==> src/design/sim_pkg.sv <==
// Shared types, constants and key/match functions of the shader interface matcher.
package sim_pkg;

  // Operation codes carried by a request word
  typedef enum logic [1:0] {
    FUNC_INSERT = 2'd0,
    FUNC_BEGIN  = 2'd1,
    FUNC_CHECK  = 2'd2,
    FUNC_CLEAR  = 2'd3
  } sim_func_e;

  // One interface variable as held in the table (28 bits)
  typedef struct packed {
    logic        is_builtin;
    logic [15:0] code;
    logic [4:0]  location;
    logic [1:0]  comp_index;
    logic [2:0]  comp_count;
    logic        patch;
  } sim_entry_t;

  // Stage configuration seen by the sequencer
  typedef struct packed {
    logic [2:0] stage;
    logic [2:0] prev_stage;
  } sim_cfg_t;

  localparam int unsigned KEY_W = 24;

  // Register map, indexed by paddr[2]
  localparam logic REG_STAGE      = 1'b0;
  localparam logic REG_PREV_STAGE = 1'b1;

  localparam logic [2:0] STAGE_RESET      = 3'd4;
  localparam logic [2:0] PREV_STAGE_RESET = 3'd0;

  // Stage encodings
  localparam logic [2:0] STAGE_VERTEX    = 3'd0;
  localparam logic [2:0] STAGE_TESS_CTRL = 3'd1;
  localparam logic [2:0] STAGE_FRAGMENT  = 3'd4;

  // Built-in codes with special handling
  localparam logic [15:0] BI_POSITION         = 16'd0;
  localparam logic [15:0] BI_CLIP_DISTANCE    = 16'd3;
  localparam logic [15:0] BI_CULL_DISTANCE    = 16'd4;
  localparam logic [15:0] BI_PRIMITIVE_ID     = 16'd7;
  localparam logic [15:0] BI_TESS_LEVEL_OUTER = 16'd11;
  localparam logic [15:0] BI_TESS_LEVEL_INNER = 16'd12;

  // Sort key: user variables above all built-ins, then code, location, component
  function automatic logic [KEY_W-1:0] sim_key(sim_entry_t e);
    logic [15:0] code;
    code = e.is_builtin ? e.code : 16'h0000;
    return {~e.is_builtin, code, e.location, e.comp_index};
  endfunction

  // True when the pipeline supplies this built-in input by itself
  function automatic logic sim_generated(logic [15:0] code, sim_cfg_t cfg);
    logic gen;
    case (code)
      BI_PRIMITIVE_ID: begin
        gen = (cfg.prev_stage == STAGE_VERTEX) || (cfg.prev_stage == STAGE_TESS_CTRL);
      end
      BI_POSITION: begin
        gen = (cfg.stage == STAGE_FRAGMENT);
      end
      BI_CLIP_DISTANCE, BI_CULL_DISTANCE, BI_TESS_LEVEL_OUTER, BI_TESS_LEVEL_INNER: begin
        gen = 1'b0;
      end
      default: begin
        gen = 1'b1;
      end
    endcase
    return gen;
  endfunction

  // Compatibility of a table entry with an input variable at the same key
  function automatic logic sim_match(sim_entry_t out_e, sim_entry_t in_e);
    logic ok;
    if (in_e.is_builtin) begin
      ok = out_e.is_builtin && (out_e.code == in_e.code) &&
           (out_e.comp_count == in_e.comp_count);
    end else begin
      ok = !out_e.is_builtin && (out_e.patch == in_e.patch) &&
           (out_e.location == in_e.location) &&
           (out_e.comp_index == in_e.comp_index) &&
           (in_e.comp_count <= out_e.comp_count);
    end
    return ok;
  endfunction

endpackage

==> src/design/sim_cfg_regs.sv <==
// APB register file holding the consuming and producing stage codes.
module sim_cfg_regs (
  input  logic              clk_i,
  input  logic              rst_ni,
  input  logic              psel,
  input  logic              penable,
  input  logic              pwrite,
  input  logic [2:0]        paddr,
  input  logic [31:0]       pwdata,
  output logic [31:0]       prdata,
  output logic              pready,
  output sim_pkg::sim_cfg_t cfg_o
);
  import sim_pkg::*;

  logic [2:0] stage_q, stage_d;
  logic [2:0] prev_stage_q, prev_stage_d;
  logic       wr_en;

  assign pready = 1'b1;
  assign wr_en  = psel && penable && pwrite;

  // Decode register writes
  always_comb begin
    stage_d      = stage_q;
    prev_stage_d = prev_stage_q;
    if (wr_en) begin
      case (paddr[2])
        REG_STAGE: begin
          stage_d = pwdata[2:0];
        end
        REG_PREV_STAGE: begin
          prev_stage_d = pwdata[2:0];
        end
        default: begin
          stage_d = stage_q;
        end
      endcase
    end
  end

  always_ff @(posedge clk_i or negedge rst_ni) begin
    if (!rst_ni) begin
      stage_q      <= STAGE_RESET;
      prev_stage_q <= PREV_STAGE_RESET;
    end else begin
      stage_q      <= stage_d;
      prev_stage_q <= prev_stage_d;
    end
  end

  // Return register contents on reads
  always_comb begin
    case (paddr[2])
      REG_STAGE: begin
        prdata = {29'd0, stage_q};
      end
      REG_PREV_STAGE: begin
        prdata = {29'd0, prev_stage_q};
      end
      default: begin
        prdata = 32'd0;
      end
    endcase
  end

  assign cfg_o = '{stage: stage_q, prev_stage: prev_stage_q};

endmodule

==> src/design/sim_table_ram.sv <==
// Variable table storage: one write port, one read port with registered data.
module sim_table_ram #(
  parameter int unsigned DEPTH = 32,
  parameter int unsigned AW    = 5
) (
  input  logic                clk_i,
  input  logic                wr_en_i,
  input  logic [AW-1:0]       wr_addr_i,
  input  sim_pkg::sim_entry_t wr_data_i,
  input  logic                rd_en_i,
  input  logic [AW-1:0]       rd_addr_i,
  output sim_pkg::sim_entry_t rd_data_o
);
  import sim_pkg::*;

  sim_entry_t mem [DEPTH];
  sim_entry_t rd_data_q;

  // Write and read the array
  always_ff @(posedge clk_i) begin
    if (wr_en_i) begin
      mem[wr_addr_i] <= wr_data_i;
    end
    if (rd_en_i) begin
      rd_data_q <= mem[rd_addr_i];
    end
  end

  assign rd_data_o = rd_data_q;

endmodule

==> src/design/sim_ctrl.sv <==
// Sequencer: sorted insert, pointer walk for checks, count, mask and result register.
module sim_ctrl #(
  parameter int unsigned DEPTH = 32,
  parameter int unsigned AW    = 5,
  parameter int unsigned CNT_W = 6
) (
  input  logic                clk_i,
  input  logic                rst_ni,
  input  sim_pkg::sim_cfg_t   cfg_i,
  // request channel
  input  logic                in_valid_i,
  output logic                in_ready_o,
  input  logic [1:0]          func_i,
  input  logic                is_builtin_i,
  input  logic [15:0]         builtin_code_i,
  input  logic [4:0]          location_i,
  input  logic [1:0]          component_index_i,
  input  logic [2:0]          component_count_i,
  input  logic                is_patch_constant_i,
  // result channel
  output logic                out_valid_o,
  input  logic                out_ready_i,
  output logic                compatible_o,
  output logic [31:0]         location_mask_o,
  output logic [CNT_W-1:0]    entry_count_o,
  output logic                table_full_o,
  // table memory
  output logic                wr_en_o,
  output logic [AW-1:0]       wr_addr_o,
  output sim_pkg::sim_entry_t wr_data_o,
  output logic                rd_en_o,
  output logic [AW-1:0]       rd_addr_o,
  input  sim_pkg::sim_entry_t rd_data_i
);
  import sim_pkg::*;

  typedef enum logic [2:0] {
    S_IDLE,
    S_INS_CMP,
    S_INS_PUT,
    S_CHK_CMP,
    S_FIN
  } state_e;

  localparam logic [CNT_W-1:0] DEPTH_C = CNT_W'(DEPTH);
  localparam logic [CNT_W-1:0] ONE_C   = CNT_W'(1);
  localparam logic [CNT_W-1:0] TWO_C   = CNT_W'(2);

  state_e           state_q, state_d;
  sim_entry_t       item_q, item_d;
  logic [CNT_W-1:0] cnt_q, cnt_d;
  logic [CNT_W-1:0] ptr_q, ptr_d;
  logic [CNT_W-1:0] idx_q, idx_d;
  logic             verdict_q, verdict_d;
  logic [31:0]      mask_q, mask_d;
  logic             full_q, full_d;
  logic             out_valid_q, out_valid_d;
  logic             out_compat_q, out_compat_d;
  logic [31:0]      out_mask_q, out_mask_d;
  logic [CNT_W-1:0] out_cnt_q, out_cnt_d;
  logic             out_full_q, out_full_d;

  sim_entry_t       in_entry;
  logic [CNT_W-1:0] cnt_m1, idx_m1, idx_m2, ptr_p1;
  logic [KEY_W-1:0] item_key, rd_key;

  // Normalize the incoming word: user variables carry no code
  always_comb begin
    in_entry.is_builtin = is_builtin_i;
    in_entry.code       = is_builtin_i ? builtin_code_i : 16'h0000;
    in_entry.location   = location_i;
    in_entry.comp_index = component_index_i;
    in_entry.comp_count = component_count_i;
    in_entry.patch      = is_patch_constant_i;
  end

  assign cnt_m1   = cnt_q - ONE_C;
  assign idx_m1   = idx_q - ONE_C;
  assign idx_m2   = idx_q - TWO_C;
  assign ptr_p1   = ptr_q + ONE_C;
  assign item_key = sim_key(item_q);
  assign rd_key   = sim_key(rd_data_i);

  assign in_ready_o = (state_q == S_IDLE);

  // Next state and memory accesses
  always_comb begin
    state_d      = state_q;
    item_d       = item_q;
    cnt_d        = cnt_q;
    ptr_d        = ptr_q;
    idx_d        = idx_q;
    verdict_d    = verdict_q;
    mask_d       = mask_q;
    full_d       = full_q;
    out_valid_d  = out_valid_q && !out_ready_i;
    out_compat_d = out_compat_q;
    out_mask_d   = out_mask_q;
    out_cnt_d    = out_cnt_q;
    out_full_d   = out_full_q;
    wr_en_o      = 1'b0;
    wr_addr_o    = idx_q[AW-1:0];
    wr_data_o    = item_q;
    rd_en_o      = 1'b0;
    rd_addr_o    = ptr_q[AW-1:0];

    case (state_q)
      S_IDLE: begin
        if (in_valid_i) begin
          item_d = in_entry;
          full_d = 1'b0;
          case (sim_func_e'(func_i))
            FUNC_INSERT: begin
              if (cnt_q == DEPTH_C) begin
                // drop the word and flag it
                full_d  = 1'b1;
                state_d = S_FIN;
              end else begin
                idx_d = cnt_q;
                if (cnt_q == '0) begin
                  state_d = S_INS_PUT;
                end else begin
                  rd_en_o   = 1'b1;
                  rd_addr_o = cnt_m1[AW-1:0];
                  state_d   = S_INS_CMP;
                end
              end
            end
            FUNC_BEGIN: begin
              ptr_d     = '0;
              verdict_d = 1'b1;
              state_d   = S_FIN;
            end
            FUNC_CHECK: begin
              if (!verdict_q || (is_builtin_i && sim_generated(builtin_code_i, cfg_i))) begin
                state_d = S_FIN;
              end else if (ptr_q >= cnt_q) begin
                verdict_d = 1'b0;
                state_d   = S_FIN;
              end else begin
                rd_en_o   = 1'b1;
                rd_addr_o = ptr_q[AW-1:0];
                state_d   = S_CHK_CMP;
              end
            end
            FUNC_CLEAR: begin
              cnt_d   = '0;
              ptr_d   = '0;
              mask_d  = '0;
              state_d = S_FIN;
            end
            default: begin
              state_d = S_FIN;
            end
          endcase
        end
      end

      S_INS_CMP: begin
        // rd_data_i holds the entry just below the free slot idx_q
        if (rd_key >= item_key) begin
          wr_en_o   = 1'b1;
          wr_addr_o = idx_q[AW-1:0];
          wr_data_o = rd_data_i;
          idx_d     = idx_m1;
          if (idx_q == ONE_C) begin
            state_d = S_INS_PUT;
          end else begin
            rd_en_o   = 1'b1;
            rd_addr_o = idx_m2[AW-1:0];
          end
        end else begin
          wr_en_o   = 1'b1;
          wr_addr_o = idx_q[AW-1:0];
          cnt_d     = cnt_q + ONE_C;
          if (!item_q.is_builtin) begin
            mask_d[item_q.location] = 1'b1;
          end
          state_d = S_FIN;
        end
      end

      S_INS_PUT: begin
        wr_en_o   = 1'b1;
        wr_addr_o = idx_q[AW-1:0];
        cnt_d     = cnt_q + ONE_C;
        if (!item_q.is_builtin) begin
          mask_d[item_q.location] = 1'b1;
        end
        state_d = S_FIN;
      end

      S_CHK_CMP: begin
        // rd_data_i holds the entry at the match pointer
        if (rd_key < item_key) begin
          ptr_d = ptr_p1;
          if (ptr_p1 >= cnt_q) begin
            verdict_d = 1'b0;
            state_d   = S_FIN;
          end else begin
            rd_en_o   = 1'b1;
            rd_addr_o = ptr_p1[AW-1:0];
          end
        end else begin
          if (!sim_match(rd_data_i, item_q)) begin
            verdict_d = 1'b0;
          end
          state_d = S_FIN;
        end
      end

      S_FIN: begin
        // load the result register once it is free
        if (!out_valid_q || out_ready_i) begin
          out_valid_d  = 1'b1;
          out_compat_d = verdict_q;
          out_mask_d   = mask_q;
          out_cnt_d    = cnt_q;
          out_full_d   = full_q;
          state_d      = S_IDLE;
        end
      end

      default: begin
        state_d = S_IDLE;
      end
    endcase
  end

  always_ff @(posedge clk_i or negedge rst_ni) begin
    if (!rst_ni) begin
      state_q      <= S_IDLE;
      cnt_q        <= '0;
      ptr_q        <= '0;
      idx_q        <= '0;
      verdict_q    <= 1'b1;
      mask_q       <= '0;
      full_q       <= 1'b0;
      out_valid_q  <= 1'b0;
    end else begin
      state_q      <= state_d;
      cnt_q        <= cnt_d;
      ptr_q        <= ptr_d;
      idx_q        <= idx_d;
      verdict_q    <= verdict_d;
      mask_q       <= mask_d;
      full_q       <= full_d;
      out_valid_q  <= out_valid_d;
    end
  end

  // Payload registers
  always_ff @(posedge clk_i) begin
    item_q       <= item_d;
    out_compat_q <= out_compat_d;
    out_mask_q   <= out_mask_d;
    out_cnt_q    <= out_cnt_d;
    out_full_q   <= out_full_d;
  end

  assign out_valid_o     = out_valid_q;
  assign compatible_o    = out_compat_q;
  assign location_mask_o = out_mask_q;
  assign entry_count_o   = out_cnt_q;
  assign table_full_o    = out_full_q;

endmodule

==> src/design/shader_interface_matcher_core.sv <==
// Top level of the shader interface matcher: config registers, sequencer and table memory.
//
// Request channel (in_valid_i/in_ready_o) takes one word per operation: insert an
// output variable in sorted order, begin a check, check one input variable, or
// clear the table. Every word gives exactly one result word on the result channel
// (out_valid_o/out_ready_i): running verdict, location mask, entry count, full flag.
// Stage codes are to be written over the APB port only while no word is in flight; the
// block itself does not enforce this. One word is in work at a time. Begin, clear, a
// full-table insert and a skipped check go straight to the result; an insert moves
// entries up until its slot is free, and a check steps over entries below its key or
// runs off the end of the table. The table memory has one read and one write port, so
// the insert shift and the pointer walk go one entry per cycle. The sequencer loads the
// result register in its finish state once that register is free.
// A result waiting in the output register does not block the next word; the
// sequencer holds only when a second result is ready before the first is taken.
// Reset empties the table (count zero), zeroes the match pointer, sets the
// verdict to compatible and loads the stage registers; the table memory itself
// is not cleared and needs no clearing pass.
module shader_interface_matcher_core #(
  parameter int unsigned TABLE_DEPTH = 32
) (
  input  logic                                 clk_i,
  input  logic                                 rst_ni,
  // configuration port
  input  logic                                 psel,
  input  logic                                 penable,
  input  logic                                 pwrite,
  input  logic [2:0]                           paddr,
  input  logic [31:0]                          pwdata,
  output logic [31:0]                          prdata,
  output logic                                 pready,
  // request channel
  input  logic                                 in_valid_i,
  output logic                                 in_ready_o,
  input  logic [1:0]                           func_i,
  input  logic                                 is_builtin_i,
  input  logic [15:0]                          builtin_code_i,
  input  logic [4:0]                           location_i,
  input  logic [1:0]                           component_index_i,
  input  logic [2:0]                           component_count_i,
  input  logic                                 is_patch_constant_i,
  // result channel
  output logic                                 out_valid_o,
  input  logic                                 out_ready_i,
  output logic                                 compatible_o,
  output logic [31:0]                          location_mask_o,
  output logic [$clog2(TABLE_DEPTH+1)-1:0]     entry_count_o,
  output logic                                 table_full_o
);
  import sim_pkg::*;

  localparam int unsigned AW    = $clog2(TABLE_DEPTH);
  localparam int unsigned CNT_W = $clog2(TABLE_DEPTH + 1);

  sim_cfg_t   cfg;
  logic       wr_en;
  logic [AW-1:0] wr_addr;
  sim_entry_t wr_data;
  logic       rd_en;
  logic [AW-1:0] rd_addr;
  sim_entry_t rd_data;

  sim_cfg_regs u_regs (
    .clk_i   (clk_i),
    .rst_ni  (rst_ni),
    .psel    (psel),
    .penable (penable),
    .pwrite  (pwrite),
    .paddr   (paddr),
    .pwdata  (pwdata),
    .prdata  (prdata),
    .pready  (pready),
    .cfg_o   (cfg)
  );

  sim_ctrl #(
    .DEPTH (TABLE_DEPTH),
    .AW    (AW),
    .CNT_W (CNT_W)
  ) u_ctrl (
    .clk_i               (clk_i),
    .rst_ni              (rst_ni),
    .cfg_i               (cfg),
    .in_valid_i          (in_valid_i),
    .in_ready_o          (in_ready_o),
    .func_i              (func_i),
    .is_builtin_i        (is_builtin_i),
    .builtin_code_i      (builtin_code_i),
    .location_i          (location_i),
    .component_index_i   (component_index_i),
    .component_count_i   (component_count_i),
    .is_patch_constant_i (is_patch_constant_i),
    .out_valid_o         (out_valid_o),
    .out_ready_i         (out_ready_i),
    .compatible_o        (compatible_o),
    .location_mask_o     (location_mask_o),
    .entry_count_o       (entry_count_o),
    .table_full_o        (table_full_o),
    .wr_en_o             (wr_en),
    .wr_addr_o           (wr_addr),
    .wr_data_o           (wr_data),
    .rd_en_o             (rd_en),
    .rd_addr_o           (rd_addr),
    .rd_data_i           (rd_data)
  );

  sim_table_ram #(
    .DEPTH (TABLE_DEPTH),
    .AW    (AW)
  ) u_ram (
    .clk_i     (clk_i),
    .wr_en_i   (wr_en),
    .wr_addr_i (wr_addr),
    .wr_data_i (wr_data),
    .rd_en_i   (rd_en),
    .rd_addr_i (rd_addr),
    .rd_data_o (rd_data)
  );

endmodule

==> config.mk <==
export PLATFORM = sky130hd
export DESIGN_NAME = shader_interface_matcher_core
export DESIGN_NICKNAME = d
export VERILOG_FILES = /design/src/design/sim_pkg.sv /design/src/design/sim_cfg_regs.sv /design/src/design/sim_table_ram.sv /design/src/design/sim_ctrl.sv /design/src/design/shader_interface_matcher_core.sv
export SDC_FILE = /design/constraint.sdc
export NUM_CORES = 1
export LEC_CHECK = 0
export BUFFER_PORTS_ARGS = -buffer_cell sky130_fd_sc_hd__buf_2
export CAP_MARGIN = 20
export CORE_MARGIN = 4
export CORE_UTILIZATION = 50
export CTS_BUF_LIST = sky130_fd_sc_hd__clkbuf_2
export DETAILED_ROUTE_END_ITERATION = 12
export MAX_ROUTING_LAYER = met4
export PLACE_DENSITY_LB_ADDON = 0.05
export SLEW_MARGIN = 0
export SYNTH_ARGS = -nofsm -noshare
export SYNTH_HDL_FRONTEND = slang
export SYNTH_SLANG_ARGS = --single-unit
export TNS_END_PERCENT = 100
==> constraint.sdc <==
create_clock -name clk_i -period 7 [get_ports clk_i]
set_input_delay 0.35 -clock clk_i [delete_from_list [all_inputs] [get_ports clk_i]]
set_output_delay 0.35 -clock clk_i [all_outputs]
set_load 0.03 [all_outputs]
==> impl_metrics.yaml <==
pwr:
  power_switching_uw: 7370
  combPwrFrac_pct: 36.0
  power.density_nw_per_um2: 392
  ir_worst_vdd_uv: 392
  intPower_uw: 12100
  power_frac_seq_pct: 43.0
  clkPwrFrac_pct: 21.0
  swShare_pct: 37.9
  leakage_uw: 0.0185
routing:
  drt_iter0_drc: 3158
  wl_per_cell_um: 27.7
  drt-pass1-iter-count: 5
  via_count: 28800
  ant_nets: 0
  drcViolationCount: 0
  routed_via_density: 6.14
  wl_um: 130000
final_layout:
  multiInputGateArea_um2: 11900
  mostFrequentLayoutCells: "edfxtp_1, clkbuf_2, nand2_1"
  design_area_um2: 49600
  final_cells: 4689
  final_layout_size_suffix_gt1_share_pct: 20.3
  final_common_cell: "edfxtp_1"
  nets: 3502
  seq_area_um2: 31300
  syn2layout_area_growth_pct: 12.6
  final_util_pct: 56.9
  nFillCells: 7039
setup_path:
  arrival_ns: 7.16
  crit_chain: "nand2_1 > ha_1 > a211oi_1 > o211ai_1 > o211ai_1 > nand4b_1 > o21ai_1 > a31o_4 > and2_4 > buf_4 > nand2_1 > a31oi_1 > o2111ai_1 > a211oi_2"
  crit_buf_inv: 1
  worstPathRequired_ns: 8.21
  startpoint_type: "register"
  worstRegToRegCells: 14
  crit_type: "register to register"
  reg2reg_from: "u_ctrl.item_q[27]"
  critical_path.slowest_cell: "edfxtp_1"
  cp_top_family: "compound AO/OA/AOI/OAI gates"
  cpPeakStageDelay_ns: 0.98
  cp-end-kind: "register"
  r2r_slack_ns: 1.05
  path_max_fanout: 39
  r2r-end: "u_ram.rd_data_o[5]"
sta:
  slew_headroom_pct: 28.8
  hold_viol: 0
  min_period_over_period_pct: 85.0
  hold_ws_ns: 0.202
  worstMarginPinSlew_ns: 1.06
  rsz0062_at_grt: "false"
  fmax_mhz: 168
  fin_setup_tns_ns: 0
  fin_skew_ns: 0.132
  final.min_clock_period_ns: 5.95
  setup_violations: 0
  drv_slew: 0
clock_tree:
  cts.sinks: 1054
  clock_path_buffers: 4
  clk_latency_ns: 1.49
  clk_pin_slew_ns: 0.10
  cts_tree: "yes"
  cts_made_buffers: 286
  ctsRootBufferMaster: "clkbuf_2"
  htree_levels: 5
synthesis:
  ys_ff_latch: 1054
  ys_seq_area_share_pct: 71.1
  synthTopCellsByArea: "edfxtp_1, a211oi_1, and3_1, dfrtp_1, nand2_1"
  yosysTopAreaCellShare_pct: 67.6
  synth.distinct_cells: 76
  syn-cell-area_um2: 44100
  synth-edff-count: 992
  synth.largest_area_cell: "edfxtp_1"
  synth_top_flop_cell: "edfxtp_1"
  postSynthCellCount: 3004
  yosysWarnings: 0
  synthArstFlopShare_pct: 5.88
  syn_area_per_cell_um2: 14.7
die:
  io_pins: 147
  die_h_um: 305
  die_w_um: 305
  start_util_pct: 50.5
  dieArea_um2: 92900
  fp.coreArea_um2: 87200
  rows: 108
min_path:
  holdPathEnd: "u_ctrl.verdict_q"
  hp-class: "input pin to register"
  whs_path_depth: 7
  hp-start: "func_i[1]"
global_route:
  grt_max_degree: 211
  grt_overflow: 0
  grt_pass1_vias: 28100
  grt_pass1_wl_um: 187000
  grt_usage_pct: 28.2
  antenna_found_initial: 5
outcome:
  status: "finished, final reports clean"
place:
  io_buffers: 85
  placedCellCount: 4131
  hpwl_um: 69200
  place_congestion: 0.872
  placed_area_um2: 46100
job:
  maxCapViolCount: 0
worst max-delay path by stage:
| stage | startpoint | to | cells after the start |
|---|---|---|---|
| finish | u_ctrl.item_q[27] | u_ram.rd_data_o[5] | 14 |
| floorplan | u_ctrl.item_q[27] | u_ram.mem[0][2] | 13 |
| detailed placement | u_ctrl.item_q[27] | u_ram.rd_data_o[5] | 14 |
| global placement | u_ctrl.item_q[27] | u_ram.rd_data_o[27] | 13 |
| global route | u_ctrl.item_q[27] | u_ram.rd_data_o[5] | 14 |
| CTS | u_ctrl.item_q[27] | u_ram.rd_data_o[5] | 14 |
worst reg2reg max path: stages, from the launching register on:
cell and delay, ns:
edfxtp_1 0.98, nand2_1 0.14, ha_1 0.37, a211oi_1 0.25, o211ai_1 0.16, o211ai_1 0.54
nand4b_1 0.32, o21ai_1 0.33, a31o_4 0.62, and2_4 0.73, buf_4 0.41, nand2_1 0.11
a31oi_1 0.33, o2111ai_1 0.19, a211oi_2 0.22
registers in the layout, summed over array words and instances (netlist names), 3 cells and up:
name and flops:
u_ram.rd_data_o 28, u_ctrl.item_key 7, u_ram.mem 896, u_ctrl.cnt_q 6, u_ctrl.item_q 21, u_ctrl.location_mask_o 32, u_regs.prev_stage_q 3, u_ctrl.idx_q 6
u_regs.stage_q 3, u_ctrl.state_q 3, u_ctrl.entry_count_o 6, u_ctrl.mask_q 32, u_ctrl.ptr_q 6
metrics by stage:
| step | total power (uW) | setup slack [ns] |
|---|---|---|
| 6_report | 19400 | 1.05 |
| 5_1_grt | 20500 | 0.715 |
| 4_1_cts | 19400 | 1.15 |
| 3_5_place_dp | 15300 | 1.31 |
| 3_3_place_gp | 15200 | 1.38 |
| 2_1_floorplan | 13000 | 2.59 |
cell families after synthesis:
family	after synthesis	synth area share [%]
flip-flops	1054	71.1
AND/OR/NAND/NOR	793	8.95
AO/OA/AOI/OAI	661	10.8
buffers and inverters	268	2.91
multiplexers	142	4.05
adder cells (fa/ha/maj)	53	1.51
XOR/XNOR	31	0.616
other	2	0.0170
cells in the mapped netlist, types with 12 or more instances:
cell type and n:
edfxtp_1 992, nand2_1 312, and3_1 257, a211oi_1 254, clkbuf_1 125, mux2i_1 104
a31oi_1 95, nor2_1 91, o21bai_1 78, dfrtp_1 60, buf_2 56, a21oi_1 55
ha_1 53, o21ai_0 47, inv_1 36, and2_1 35, buf_4 33, o22ai_1 31
mux4_2 28, o2111ai_1 27, a211oi_2 26, nand3_1 23, nor3_1 21, xor2_1 19
nor4_1 14, nand4_1 12, xnor2_1 12
cell type report:
cell class / instances / share of cell area [%]
diodes: 7 / 0.0353
inverters: 38 / 0.288
multi-input cells: 1710 / 24.0
flip-flops and latches: 1054 / 63.2
well taps: 1155 / 2.91
repair buffers: 287 / 4.95
clock buffers: 388 / 3.92
clock inverters: 50 / 0.704
per-layer routing:
metal  global-route usage, %  part of all wire [%]  vias up
met1                    38.5                    42    14500
met4                    10.9                   3.3        0
met5                       -                     0        -
met2                    42.8                    47     1407
met3                    4.98                   8.4      284
li1                        -                     -    12600
power by group through the flow:
stage / Combinational (uW) / Sequential [uW] / Clock (uW)
5_1_grt: 7550 / 8380 / 4530
4_1_cts: 6920 / 8350 / 4180
2_1_floorplan: 4580 / 8430 / 0
3_3_place_gp: 6700 / 8480 / 0
6_report: 7010 / 8350 / 4080
3_5_place_dp: 6830 / 8490 / 0
timing repair:
action,CTS,global route
hold buffers,104,0
setup buffers,0,0
hold endpoints to repair,219,0
gates resized for setup,0,0
Power figures use the tool's default switching activity.
